<file path="config.mk">
export PLATFORM = sky130hd
export DESIGN_NAME = sbbt_front
export DESIGN_NICKNAME = d
export VERILOG_FILES = /design/src/hw/rtl/sbbt_pkg.sv /design/src/hw/rtl/sbbt_front.sv
export SDC_FILE = /design/constraint.sdc
export NUM_CORES = 1
export LEC_CHECK = 0
export ABC_CLOCK_PERIOD_IN_PS = 13440
export BUFFER_PORTS_ARGS = -buffer_cell sky130_fd_sc_hd__buf_2
export CAP_MARGIN = 20
export CELL_PAD_IN_SITES_DETAIL_PLACEMENT = 0
export CELL_PAD_IN_SITES_GLOBAL_PLACEMENT = 1
export CORE_AREA = 2 2 142 282
export CTS_CLUSTER_SIZE = 8
export DETAILED_ROUTE_END_ITERATION = 10
export DIE_AREA = 0 0 144 284
export PLACE_DENSITY = 0.9
export SKIP_CTS_REPAIR_TIMING = 1
export SYNTH_ARGS = -nofsm -noshare
export SYNTH_HDL_FRONTEND = slang
export SYNTH_SLANG_ARGS = --single-unit
</file>
<file path="constraint.sdc">
create_clock -name clk -period 13.44 [get_ports clk]
set_clock_uncertainty 0.1 [all_clocks]
set_input_delay 0 -clock clk [delete_from_list [all_inputs] [get_ports clk]]
set_output_delay 0 -clock clk [all_outputs]
set_load 0.005 [all_outputs]
</file>
<file path="src/hw/rtl/sbbt_pkg.sv">
// Shared types and constants for the swept box brush trace block.
// Used by every module of the block; depends on nothing.
package sbbt_pkg;

  localparam int HALF_W   = 31;
  localparam int CFG_IDX_W = 2;
  localparam int FRAC_W   = 17;
  localparam int DIST_W   = 48;

  localparam logic [CFG_IDX_W-1:0] CFG_HALF_X = 2'd0;
  localparam logic [CFG_IDX_W-1:0] CFG_HALF_Y = 2'd1;
  localparam logic [CFG_IDX_W-1:0] CFG_HALF_Z = 2'd2;

  localparam logic [FRAC_W-1:0] FRAC_ONE = 17'd65536;
  localparam logic signed [DIST_W-1:0] DIST_MAX = 48'sh7FFF_FFFF_FFFF;
  localparam logic signed [DIST_W-1:0] DIST_MIN = 48'sh8000_0000_0000;
  localparam logic signed [31:0] Q16_ONE = 32'sd65536;

  typedef logic signed [31:0] q16_t;

  typedef struct packed {
    logic mode;
    q16_t vec_x;
    q16_t vec_y;
    q16_t vec_z;
    q16_t move_x;
    q16_t move_y;
    q16_t move_z;
    q16_t plane_offset;
    logic brush_last;
    logic trace_last;
  } sbbt_in_t;

  typedef struct packed {
    logic              hit;
    logic              start_solid;
    logic [FRAC_W-1:0] fraction;
    q16_t              normal_x;
    q16_t              normal_y;
    q16_t              normal_z;
  } sbbt_out_t;

  // Queue entry: the item plus what the front decided about it.
  typedef struct packed {
    logic     is_plane;
    logic     closes_brush;
    logic     ends_trace;
    sbbt_in_t item;
  } sbbt_cmd_t;

  function automatic logic signed [DIST_W-1:0] sat_dist(input logic signed [53:0] x);
    logic signed [DIST_W-1:0] r;
    if (x > 54'(DIST_MAX)) r = DIST_MAX;
    else if (x < -54'(DIST_MAX)) r = -DIST_MAX;
    else r = x[DIST_W-1:0];
    return r;
  endfunction

  function automatic q16_t sat32(input logic signed [32:0] x);
    q16_t r;
    if (x[32] != x[31]) r = x[32] ? 32'sh8000_0000 : 32'sh7FFF_FFFF;
    else r = x[31:0];
    return r;
  endfunction

endpackage

</file>
<file path="src/hw/rtl/sbbt_front.sv">
// Front end of the swept box brush trace: accepts and classifies items
// into a two-entry queue. Depends on sbbt_pkg.
module sbbt_front import sbbt_pkg::*; (
  input  logic      clk,
  input  logic      rst_n,
  input  logic      in_valid,
  output logic      in_stall,
  input  sbbt_in_t  in_data,
  output logic      q_valid,
  output sbbt_cmd_t q_cmd,
  input  logic      q_pop
);

  sbbt_cmd_t  mem_r [2];
  logic       wr_r, rd_r;
  logic [1:0] cnt_r;
  logic       push;
  sbbt_cmd_t  cmd;

  assign in_stall = (cnt_r == 2'd2);
  assign push     = in_valid && !in_stall;
  assign q_valid  = (cnt_r != 2'd0);
  assign q_cmd    = mem_r[rd_r];

  always_comb begin
    cmd.item         = in_data;
    cmd.is_plane     = in_data.mode;
    cmd.closes_brush = in_data.mode && (in_data.brush_last || in_data.trace_last);
    cmd.ends_trace   = in_data.mode && in_data.trace_last;
  end

  always_ff @(posedge clk) begin
    if (push) mem_r[wr_r] <= cmd;
    if (!rst_n) begin
      wr_r  <= 1'b0;
      rd_r  <= 1'b0;
      cnt_r <= 2'd0;
    end else begin
      if (push) wr_r <= !wr_r;
      if (q_pop) rd_r <= !rd_r;
      cnt_r <= cnt_r + 2'(push) - 2'(q_pop);
    end
  end

endmodule

</file>
[Word level (Yosys, flattened, before mapping)]
Memories as Yosys holds them, arrays and structs flattened. A register that Yosys moved wholly into a read port is not among the register bits.
Cells that the tools add are included.
Storage, ports and cells
  register bits: 4
  RAM bits: 460
  input port bits: 231
  output and inout bits: 232
  logic and storage cells: 19
  memories: 1
Cells by class
  add/subtract/negate cells: 2
  equality and inequality tests: 1
  mux-type cells: 4
  reductions and logical operators: 8
Memories
  mem_r: depth 2, bits a word 230, read ports 1, clocked after Yosys merged registers in 1, write ports 1, line sbbt_front.sv:14  | sbbt_cmd_t mem_r [2];
Operators by type and width (count)
  1-bit 2-to-1 mux: 4
  1-bit logical AND: 3
  1-bit zero test: 3
  2-bit by 1-bit adder with 2-bit output: 1
  2-bit equality test (second input constant): 1
  2-bit nonzero test: 1
  2-bit by 1-bit subtractor with 2-bit output: 1
  1-bit logical OR: 1

[Logic depth before layout (Yosys ltp)]
Gate-level depths: netlist of run 1.
  depth in word-level cells: 5
  depth in mapped cells: 8

[Least setup slack after synthesis of run 1]
Ideal clock, no wire load.
  path kind: register to register
  start point: register cnt_r[0]
  end point: memory mem_r[0][0] in the netlist's numbering, enable pin
  setup time: 0.822 ns
  arrival: 10.045 ns
  data required time: 12.518 ns
  setup slack: 2.473 ns
  cell stages (with the launch flop): 4
  buffers on the path: 0
  clock period less this slack: 10.967 ns
  path through: dfxtp_1 nand2b_1 nand2_1 nor2_1
Between the ends
  word-level cells in the longest chain between the ends: 5
Ends and longest elaborated chain
  start, declared: line sbbt_front.sv:16  | logic [1:0] cnt_r;
  start signal, assigned: line sbbt_front.sv:41  | cnt_r <= cnt_r + 2'(push) - 2'(q_pop);
  2-bit equality test: line sbbt_front.sv:20  | assign in_stall = (cnt_r == 2'd2);
  1-bit zero test: line sbbt_front.sv:21  | assign push = in_valid && !in_stall;
  1-bit logical AND: line sbbt_front.sv:21
  1-bit 2-to-1 mux: line sbbt_front.sv:33  | if (push) mem_r[wr_r] <= cmd;
  1-bit 2-to-1 mux (not written as such): line sbbt_front.sv:33
  end, declared: line sbbt_front.sv:14
No other way between the ends.

==> impl_results.md, run 1 <==
* Critical Path Source Type: register
* Max FO, Critical Path at 80
* Worst VDD drop at 0.137 mV
* Min Tclk post-route at 3330 ps
* Switch Pwr at 0.859 mW
* CTS tree: built
* #FFs+latches synth at 463
* Port Buffers at 462
* Clock Latency Late Sink at 550 ps
* Relative slew slack at 25.9%
* Synthesized area at approximately 0.017 mm2
* YS warnings at 0
* Element type at the critical path end: output port
* Core area at 0.0387 mm2
* Total grt overflow at 0
* DRC errors left at 0
* Fin Hold WS at 59.0 ps
* Final Cell Area at 0.0238 mm2
* Post-DRT Antenna Nets at 0
* Final cell count without fillers at 2026
* Root buffer cell: clkbuf_16
* Clock Tree Buf Depth at 3
* Clock Pin Slew Worst Setup and Hold Paths at 50 ps
* Row count at 102
* Switch share at 22.7%
* RSZ-0062 raised after global routing: no
* Post-synth top area share at between 80% and 90%
* Status: completed
* Gate power share at 13.0%
* DP Cell Count at 1704
* CP required at 13340 ps
* Cell taking the most area after synthesis: edfxtp_1
* Syn Nets at 974
* Post-synth cell types at 19
* WL/cell at 20.6 um
* Pre-Repair DR Iteration Count at 4
* Total number of vias at 9899
* Syn_area_per_cell at about 23 um2
* NumNets Final at 1717
* Number of global-route vias before repair at 9569
* Dominant cells by area after synthesis: edfxtp_1 (82%), mux2_2 (15%), buf_6 (1.5%), dfxtp_1 (0.59%), ha_1 (0.15%)
* Critical Path AT at about 3200 ps
* Seq/Total Area, Yosys at between 80% and 90%
* Sum Neg Setup Slack at 0 ps
* CTS sink count at 463
* Internal power at 2.93 mW
* Routed WL at 41.8 mm
* Die ar. at around 0.04 mm2
* Peak Freq at 300 MHz
* Fin util at 61.5%
* Leakage at 8.97 nW
* Share of cells above drive strength 1 at 51.7%
* RD Place Congestion at 0.833
* Count of final setup violators at 0
* Max_cap viols at 0
* Initial Util at 43.6%
* Largest net degree at the start of global routing at 192
* First-pass GRT wire length at 52.3 mm
* Fin. max-slew vios at 0
* Min-delay worst type: input pin to register
* Antenna violations before repair at 12
* Die width at 144 um
* CTS buffer count at 67
* WS Path Type: register to output port
* Pwr/cell area at 159 mW/mm2
* Final hold vios at 0
* Area Overhead vs Synth at 41.1%
* Final worst path period share at approximately a quarter
* DP Area at between 0.015 and 0.02 mm2
* HPWL Detailed at between 20 and 25 mm
* # IOs at ~460
* Seq pwr share at about 48%
* Slowest CP cell: dfxtp_4
* Slowest stage delay, CP at 1070 ps
* Critical-path cell list: buf_4 > mux2_2 > buf_2
* Total track usage at 17.3%
* Die H at 284 um
* Initial DRC Count at 547
* Htree depth at 3
* Worst-Margin Slew at 1110 ps
* Syn Inst Count at 741
* Clk pwr share at 39.1%
* Vias per inst at 4.89
[sequential cells by signal, summed over array words and instances, names as in the netlist, named ones only]
register  flops
mem_r       458
wr_r          1
rd_r          1
cnt_r         2
[Yosys cell counts]
cell,count
nand2_1,2
nor2_1,4
inv_1,3
and3_1,1
nor3_1,1
and2_1,3
buf_6,23
ha_1,2
o21a_1,1
mux2i_1,1
buf_2,1
edfxtp_1,458
xor2_1,1
dfxtp_1,5
buf_4,2
nand2b_1,2
mux2_2,229
xnor2_1,1
or2_2,1
[power by group through the flow]
stage          Clock, mW  Combinational (mW)  Sequential [mW]
2_1_floorplan          0               0.233             1.87
3_3_place_gp           0               0.417             1.83
3_5_place_dp           0               0.425             1.84
4_1_cts             1.50               0.430             1.81
5_1_grt             1.57               0.525             1.83
6_report            1.48               0.492             1.82
[critical path: cells and delay by family (launching register included)]
kind | cells | cell delay [ps]
mux | 1 | 450
buf+inv | 2 | 1080
flops | 1 | 1070
[metal layers]
layer | part of all wire (%) | track usage (%)
met2 | 54 | 30.3
met1 | 34 | 16.9
met4 | 4.8 | 10.1
met5 | 0.17 | 0
met3 | 7.0 | 6.48
[through the flow]
stage	power [mW]	setup WS, ps
2_1_floorplan	2.10	2470
3_3_place_gp	2.24	10290
3_5_place_dp	2.26	10260
4_1_cts	3.74	10040
5_1_grt	3.92	9900
6_report	3.79	10110
[placed cells by master (no fill, tap or decap)]
master         instances
or2_2                  1
dlygate4sd3_1        231
inv_1                  3
clkbuf_16             69
mux2i_1                1
inv_16                 1
dfxtp_4                1
dfxtp_1                4
nand2_1                2
nand2b_1               2
nor2_1                 3
nor3_1                 1
xnor2_1                1
o21a_1                 1
clkinv_8               2
ha_1                   2
nor2_4                 1
inv_6                  1
xor2_1                 1
diode_2                6
buf_4                  6
clkbuf_1              12
buf_12                 1
edfxtp_1             458
buf_2                462
and2_1                 3
mux2_2               229
and3_4                 1
[final timing paths]
| path | start | end | slack (ps) | cells past startpoint |
|---|---|---|---|---|
| hold / removal | in_data[218] | mem_r[1][218]$_DFFE_PP_ | 60 | 2 |
| setup reg to reg | cnt_r[0]$_SDFF_PN0_ | mem_r[1][227]$_DFFE_PP_ | 10290 | 4 |
| hold reg to reg | rd_r$_SDFFE_PN0P_ | register | 430 | 2 |
| setup / recovery | register | q_cmd[171] | 10110 | 3 |
[layout make-up]
cell class,count,area (um2)
Sequential cell,463,13900
Fill cell,2643,14900
Antenna cell,6,15.0
Multi-Input combinational cell,249,2720
Timing Repair Buffer,700,4690
Clock inverter,4,61.3
Clock buffer,81,1770
Inverter,3,11.3
Tap cell,520,651
[cell families (layout without fill, tap and decap cells)]
logic type | after synthesis | count (layout) | share of synthesized area [%]
DFF | 463 | 463 | 82.2
muxes | 230 | 230 | 15.4
adders and majority gates | 2 | 2 | 0.148
AOI/OAI and AO/OA | 1 | 1 | 0.0446
other | 0 | 6 | 0
buffers and inverters | 29 | 788 | 1.72
and+or+nand+nor | 14 | 14 | 0.423
xor gates and xnor gates | 2 | 2 | 0.104
Note: power is estimated with default switching activity, not from simulation.
==> run 2: changes to the inputs <==
Settings changed: ABC_CLOCK_PERIOD_IN_PS 13440 to 2930, CORE_AREA 2 2 142 282 to 2 2 149 296, DIE_AREA 0 0 144 284 to 0 0 151 298, PLACE_DENSITY 0.9 to 0.87.
Clock period 13.44 ns to 2.93 ns, I/O delays scaled along.
==> run 2 against run 1 <==
Effect of this change:
- worst hold slack worse by 8.1 ps
- critical path depth stayed put
- count of clock-buffer cells in the layout is 1 lower
- non-clock buffer count is 8 higher
- design area is 0.76% higher
- routed wire length is 0.88% lower
- register-to-register slack worse by 9400 ps
- sequential cell count stayed put
- via count is 0.28% lower
- highest routed layer unchanged
==> impl_results.md, run 2 (same netlist as run 1, synthesis figures left out) <==
* Leakage at 9.04 nW (was 8.97 nW)
* WL/cell at 20.1 um (was 20.6 um)
* Worst hold path startpoint: in_data[152] (was in_data[218])
* Htree depth at 3 (unchanged)
* # fillers at 3124 (was 2643)
* Critical Path AT at 2140 ps (was 3230 ps)
* Share of cells above drive strength 1 at 52.2% (was 51.7%)
* Reg2Reg Depth at 7 (was 4)
* Critical Path Source Type: register (unchanged)
* First-pass GRT wire length at 53.6 mm (was 52.3 mm)
* Pwr Total at 17.4 mW (was 3.79 mW)
* Critical path's top delay family: flip-flops (was buffers and inverters)
* Pre-Repair DR Iteration Count at 4 (unchanged)
* WS Path Type: register to output port (unchanged)
* Die H at 298 um (was 284 um)
* Gate power share at 13.3% (was 13.0%)
* Critical-path cell list: buf_12 > mux2_2 > buf_2 (was buf_4 > mux2_2 > buf_2)
* DP Cell Count at 1737 (was 1704)
* CP bufs+invs at 2 (unchanged)
* Seq pwr share at 47.6% (was 47.9%)
* DP Area at 0.0198 mm2 (was 0.0196 mm2)
* CTS buffer count at 67 (unchanged)
* Clock Pin Slew Worst Setup and Hold Paths at 50 ps (about the same)
* HPWL Detailed at 25.1 mm (was 24.3 mm)
* Max_cap viols at 0 (unchanged)
* Fin util at 56.3% (was 61.5%)
* Slowest stage delay, CP at 610 ps (was 1070 ps)
* Port Buffers at 462 (unchanged)
* Commonest non-fill, non-tap cell in the layout: buf_2 (unchanged)
* Die ar. at 0.0450 mm2 (was 0.0409 mm2)
* Final hold vios at 0 (unchanged)
* Internal power at 13.5 mW (was 2.93 mW)
* Pwr/cell area at 726 mW/mm2 (was 159 mW/mm2)
* Final cell count without fillers at 2057 (was 2026)
* Total grt overflow at 0 (unchanged)
* Fin. max-slew vios at 0 (unchanged)
* Clock Latency Late Sink at 550 ps (about the same)
* Sum Neg Setup Slack at 0 ps (unchanged)
* Core area at 0.0426 mm2 (was 0.0387 mm2)
* Clk pwr share at 39.1% (about the same)
* Status: completed (unchanged)
* Min Tclk post-route at 2240 ps
* Final WS setup at 688 ps (was 10110 ps)
* Critical Path Stages at 3 (unchanged)
* Max FFs per register at 458 (unchanged)
* Post-DRT Antenna Nets at 0 (unchanged)
* Max FO, Critical Path at 67 (was 80)
* Clock Tree Buf Depth at 3 (unchanged)
* CTS sink count at 463 (unchanged)
* Worst-Margin Slew at 682 ps (was 1110 ps)
* Fin Hold WS at 50.9 ps (was 59.0 ps)
* Top reg by flops: mem_r (unchanged)
* Routed WL at 41.4 mm (was 41.8 mm)
* CP required at 2830 ps (was 13340 ps)
* DRC errors left at 0 (unchanged)
* RD Place Congestion at 0.812 (was 0.833)
* Element type at the critical path end: output port (unchanged)
* FF-to-FF End: cnt_r[0]$_SDFF_PN0_ (was mem_r[1][227]$_DFFE_PP_)
* Min-Delay Endpoint: mem_r[1][152]$_DFFE_PP_ (was mem_r[1][218]$_DFFE_PP_)
* Root buffer cell: clkbuf_16 (unchanged)
* Worst VDD drop at 0.553 mV (was 0.137 mV)
* # IOs at 463 (unchanged)
* Total number of vias at 9871 (was 9899)
* Min-delay worst type: input pin to register (unchanged)
* Hold depth at 2 (unchanged)
* Count of final setup violators at 0 (unchanged)
* Slowest CP cell: dfxtp_4 (unchanged)
* Initial Util at 39.6% (was 43.6%)
* Largest regs: mem_r: 458 flops, cnt_r: 2 flops (unchanged)
* Largest net degree at the start of global routing at 106 (was 192)
* Number of global-route vias before repair at 9566 (was 9569)
* Vias per inst at 4.80 (was 4.89)
* Row count at 107 (was 102)
* RR Startpoint: cnt_r[0]$_SDFF_PN0_ (unchanged)
* Switch share at 22.6% (was 22.7%)
* NumNets Final at 1725 (was 1717)
* Final worst path period share at roughly three quarters
* Worst slack at placement at 1120 ps (was 10260 ps)
* Final Cell Area at 0.0240 mm2 (was 0.0238 mm2)
* RSZ-0062 raised after global routing: no (unchanged)
* Switch Pwr at 3.93 mW (was 0.859 mW)
* Die width at 151 um (was 144 um)
* Most frequent cells in the layout: buf_2 (462), edfxtp_1 (458), dlygate4sd3_1 (231), mux2_2 (229), clkbuf_16 (69) (unchanged)
* Total track usage at 16.1% (was 17.3%)
* Area Overhead vs Synth at 42.2% (was 41.1%)
* CTS tree: built (unchanged)
* Relative slew slack at 54.5% (was 25.9%)
* FF-to-FF setup slack at 930 ps (was 10290 ps)
* Initial DRC Count at 477 (was 547)
* Antenna violations before repair at 8 (was 12)
* Peak Freq at 446 MHz
-- run 2: cell count changes in the layout (fill, tap and decap cells not counted), sizes merged --
| cell | delta |
|---|---|
| buf | +8 |
| clkinv | +2 |
| inv | -2 |
| diode | -1 |
| clkbuf | -1 |
-- run 2: layer usage --
metal	routed length, um	GRT usage, %	share of wire (%)	up-vias
met4	1850	8.86	4.5	6
met1	13800	15.4	33	4855
met2	23200	29.7	56	425
li1	-	-	-	4455
met3	2510	4.90	6.1	130
met5	41	0	0.099	-
-- run 2: area by class of cell --
class,instances,area (um2),area share (%)
clock buffer,80,1770,7.38
sequential,463,13900,57.8
inverter,3,11.3,0.0470
antenna,5,12.5,0.0522
tap,545,682,2.85
multi-input combinational,249,2740,11.4
clock inverter,4,65.1,0.272
timing repair buffer,708,4820,20.1
-- run 2: how the worst max path moves through the flow --
stage               slack (ps)                      end
CTS                        640                 q_cmd[0]
global placement          1120  mem_r[1][218]$_DFFE_PP_
floorplan                -1480    mem_r[0][0]$_DFFE_PP_
detailed placement        1120  mem_r[1][218]$_DFFE_PP_
finish                     690               q_cmd[225]
global route               580               q_cmd[225]
-- run 2: power groups by stage --
| stage | sequential, mW | combinational, mW | clock (mW) |
|---|---|---|---|
| after CTS | 8.28 | 2.05 | 6.91 |
| after global placement | 8.35 | 2.00 | 0 |
| after detailed placement | 8.39 | 2.03 | 0 |
| final | 8.28 | 2.32 | 6.79 |
| after global routing | 8.33 | 2.49 | 7.18 |
| after floorplan | 8.40 | 1.08 | 0 |
==> run 3: changes to the inputs <==
Settings changed: ABC_CLOCK_PERIOD_IN_PS 2930 to 2300, CORE_AREA 2 2 149 296 to 2 2 142 282, DIE_AREA 0 0 151 298 to 0 0 144 284, PLACE_DENSITY 0.87 to 0.9.
Clock period 2.93 ns to 2.3 ns, I/O delays scaled along.
==> run 3 against run 2 <==
Effect of this change:
- worst hold slack improved by 3.5 ps
- sequential power rose by 27%
- combinational power rose by 32%
- setup slack got worse by 570 ps
- utilization rose by 6.1 points
- power rose by 28%
- critical path depth rose by 1
- first-iteration DRC count rose by 1.3%
- routed wire length rose by 0.57%
- design area rose by 0.68%
- global-route usage rose by 1.6 points
==> impl_results.md, run 3 (same netlist as run 1, synthesis figures left out) <==
* Peak Freq at 458 MHz
* Status: completed (unchanged)
* Sum Neg Setup Slack at 0 ps (unchanged)
* Critical Path AT at 2080 ps (was 2140 ps)
* # IOs at 463 (unchanged)
* Top reg by flops: mem_r (unchanged)
* Final cell count without fillers at 2045 (was 2057)
* FF-to-FF setup slack at 270 ps (was 930 ps)
* CP required at 2200 ps (was 2830 ps)
* Fin util at 62.4% (was 56.3%)
* NumNets Final at 1737 (was 1725)
* Element type at the critical path end: output port (unchanged)
* Relative slew slack at 66.8% (was 54.5%)
* Pwr/cell area at 925 mW/mm2 (was 726 mW/mm2)
* First-pass GRT wire length at 53.6 mm (about the same)
* Htree depth at 3 (unchanged)
* Total grt overflow at 0 (unchanged)
* Fin Hold WS at 54.4 ps (was 50.9 ps)
* Min Tclk post-route at 2180 ps
* Fin. max-slew vios at 0 (unchanged)
* Initial DRC Count at 483 (was 477)
* Leakage at 9.13 nW (was 9.04 nW)
* Total number of vias at 9939 (was 9871)
* Pre-Repair DR Iteration Count at 4 (unchanged)
* Share of cells above drive strength 1 at 52.6% (was 52.2%)
* Commonest non-fill, non-tap cell in the layout: buf_2 (unchanged)
* RD Place Congestion at 0.823 (was 0.812)
* Worst hold path startpoint: in_data[143] (was in_data[152])
* CTS buffer count at 67 (unchanged)
* Worst VDD drop at 0.842 mV (was 0.553 mV)
* Min-delay worst type: input pin to register (unchanged)
* Initial Util at 43.6% (was 39.6%)
* Die width at 144 um (was 151 um)
* DP Cell Count at 1724 (was 1737)
* Number of global-route vias before repair at 9775 (was 9566)
* Critical Path Source Type: register (unchanged)
* Vias per inst at 4.86 (was 4.80)
* Die H at 284 um (was 298 um)
* HPWL Detailed at 25.7 mm (was 25.1 mm)
* Final worst path period share at 95.0%
* Antenna violations before repair at 8 (unchanged)
* Clock Pin Slew Worst Setup and Hold Paths at 50 ps (about the same)
* Row count at 102 (was 107)
* Largest net degree at the start of global routing at 85 (was 106)
* Worst-Margin Slew at 498 ps (was 682 ps)
* Max FO, Critical Path at 35 (was 67)
* Post-DRT Antenna Nets at 0 (unchanged)
* WL/cell at 20.4 um (was 20.1 um)
* CTS sink count at 463 (unchanged)
* Max FFs per register at 458 (unchanged)
* RR Startpoint: cnt_r[0]$_SDFF_PN0_ (unchanged)
* Area Overhead vs Synth at 43.1% (was 42.2%)
* Clock Tree Buf Depth at 3 (unchanged)
* Total track usage at 17.7% (was 16.1%)
* DRC errors left at 0 (unchanged)
* Clock Latency Late Sink at 560 ps (was 550 ps)
* Die ar. at 0.0409 mm2 (was 0.0450 mm2)
* Most frequent cells in the layout: buf_2 (462), edfxtp_1 (458), dlygate4sd3_1 (231), mux2_2 (229), clkbuf_16 (68) (was buf_2 (462), edfxtp_1 (458), dlygate4sd3_1 (231), mux2_2 (229), clkbuf_16 (69))
* CTS tree: built (unchanged)
* WS Path Type: register to output port (unchanged)
* RSZ-0062 raised after global routing: no (unchanged)
* Count of final setup violators at 0 (unchanged)
* Largest regs: mem_r: 458 flops, cnt_r: 2 flops (unchanged)
* Port Buffers at 462 (unchanged)
* Root buffer cell: clkbuf_16 (unchanged)
* Core area at 0.0387 mm2 (was 0.0426 mm2)
* Routed WL at 41.7 mm (was 41.4 mm)
* Final hold vios at 0 (unchanged)
* Max_cap viols at 0 (unchanged)
## run 3: final timing paths
check,endpoint,depth (start not counted)
worst max-delay path,q_cmd[101],4
worst max register to register,cnt_r[0]$_SDFF_PN0_,7
worst min register to register,register,2
worst min-delay path,mem_r[0][143]$_DFFE_PP_,2
## run 3: metrics by stage
stage	power (mW)	worst slack, ps	instance area [um2]
4_1_cts	22.0	63.9	21800
3_3_place_gp	13.3	620	19900
3_5_place_dp	13.4	574	19900
6_report	22.3	115	24100
5_1_grt	23.1	21.2	24100
2_1_floorplan	12.1	-2110	16900
## run 3: power breakdown
part | internal [mW] | leakage (nW) | switching (mW)
logic | 1.54 | 3.92 | 1.52
clock network | 5.33 | 0.901 | 3.37
registers | 10.3 | 4.31 | 0.221
## run 3: area by class of cell
type | instances | area (um2)
timing repair buffer | 720 | 5000
clock inverter | 6 | 108
clock buffer | 79 | 1740
tap | 520 | 651
antenna | 5 | 12.5
fill | 2582 | 14500
inverter | 3 | 11.3
sequential | 463 | 13900
multi-input combinational | 249 | 2740
## run 3: layer usage
metal  global-route usage, %  routed length (um)  up-vias
met3                    6.21                2650      128
met5                       0                  34        -
met4                    10.4                1910        6
met1                    16.7               14000     4885
li1                        -                   -     4469
met2                    32.2               23100      451
## run 3: critical path, stage by stage, from the launching register on
cell and delay (ps):
dfxtp_4 500, buf_12 250, buf_4 220, mux2_2 350
buf_2 140
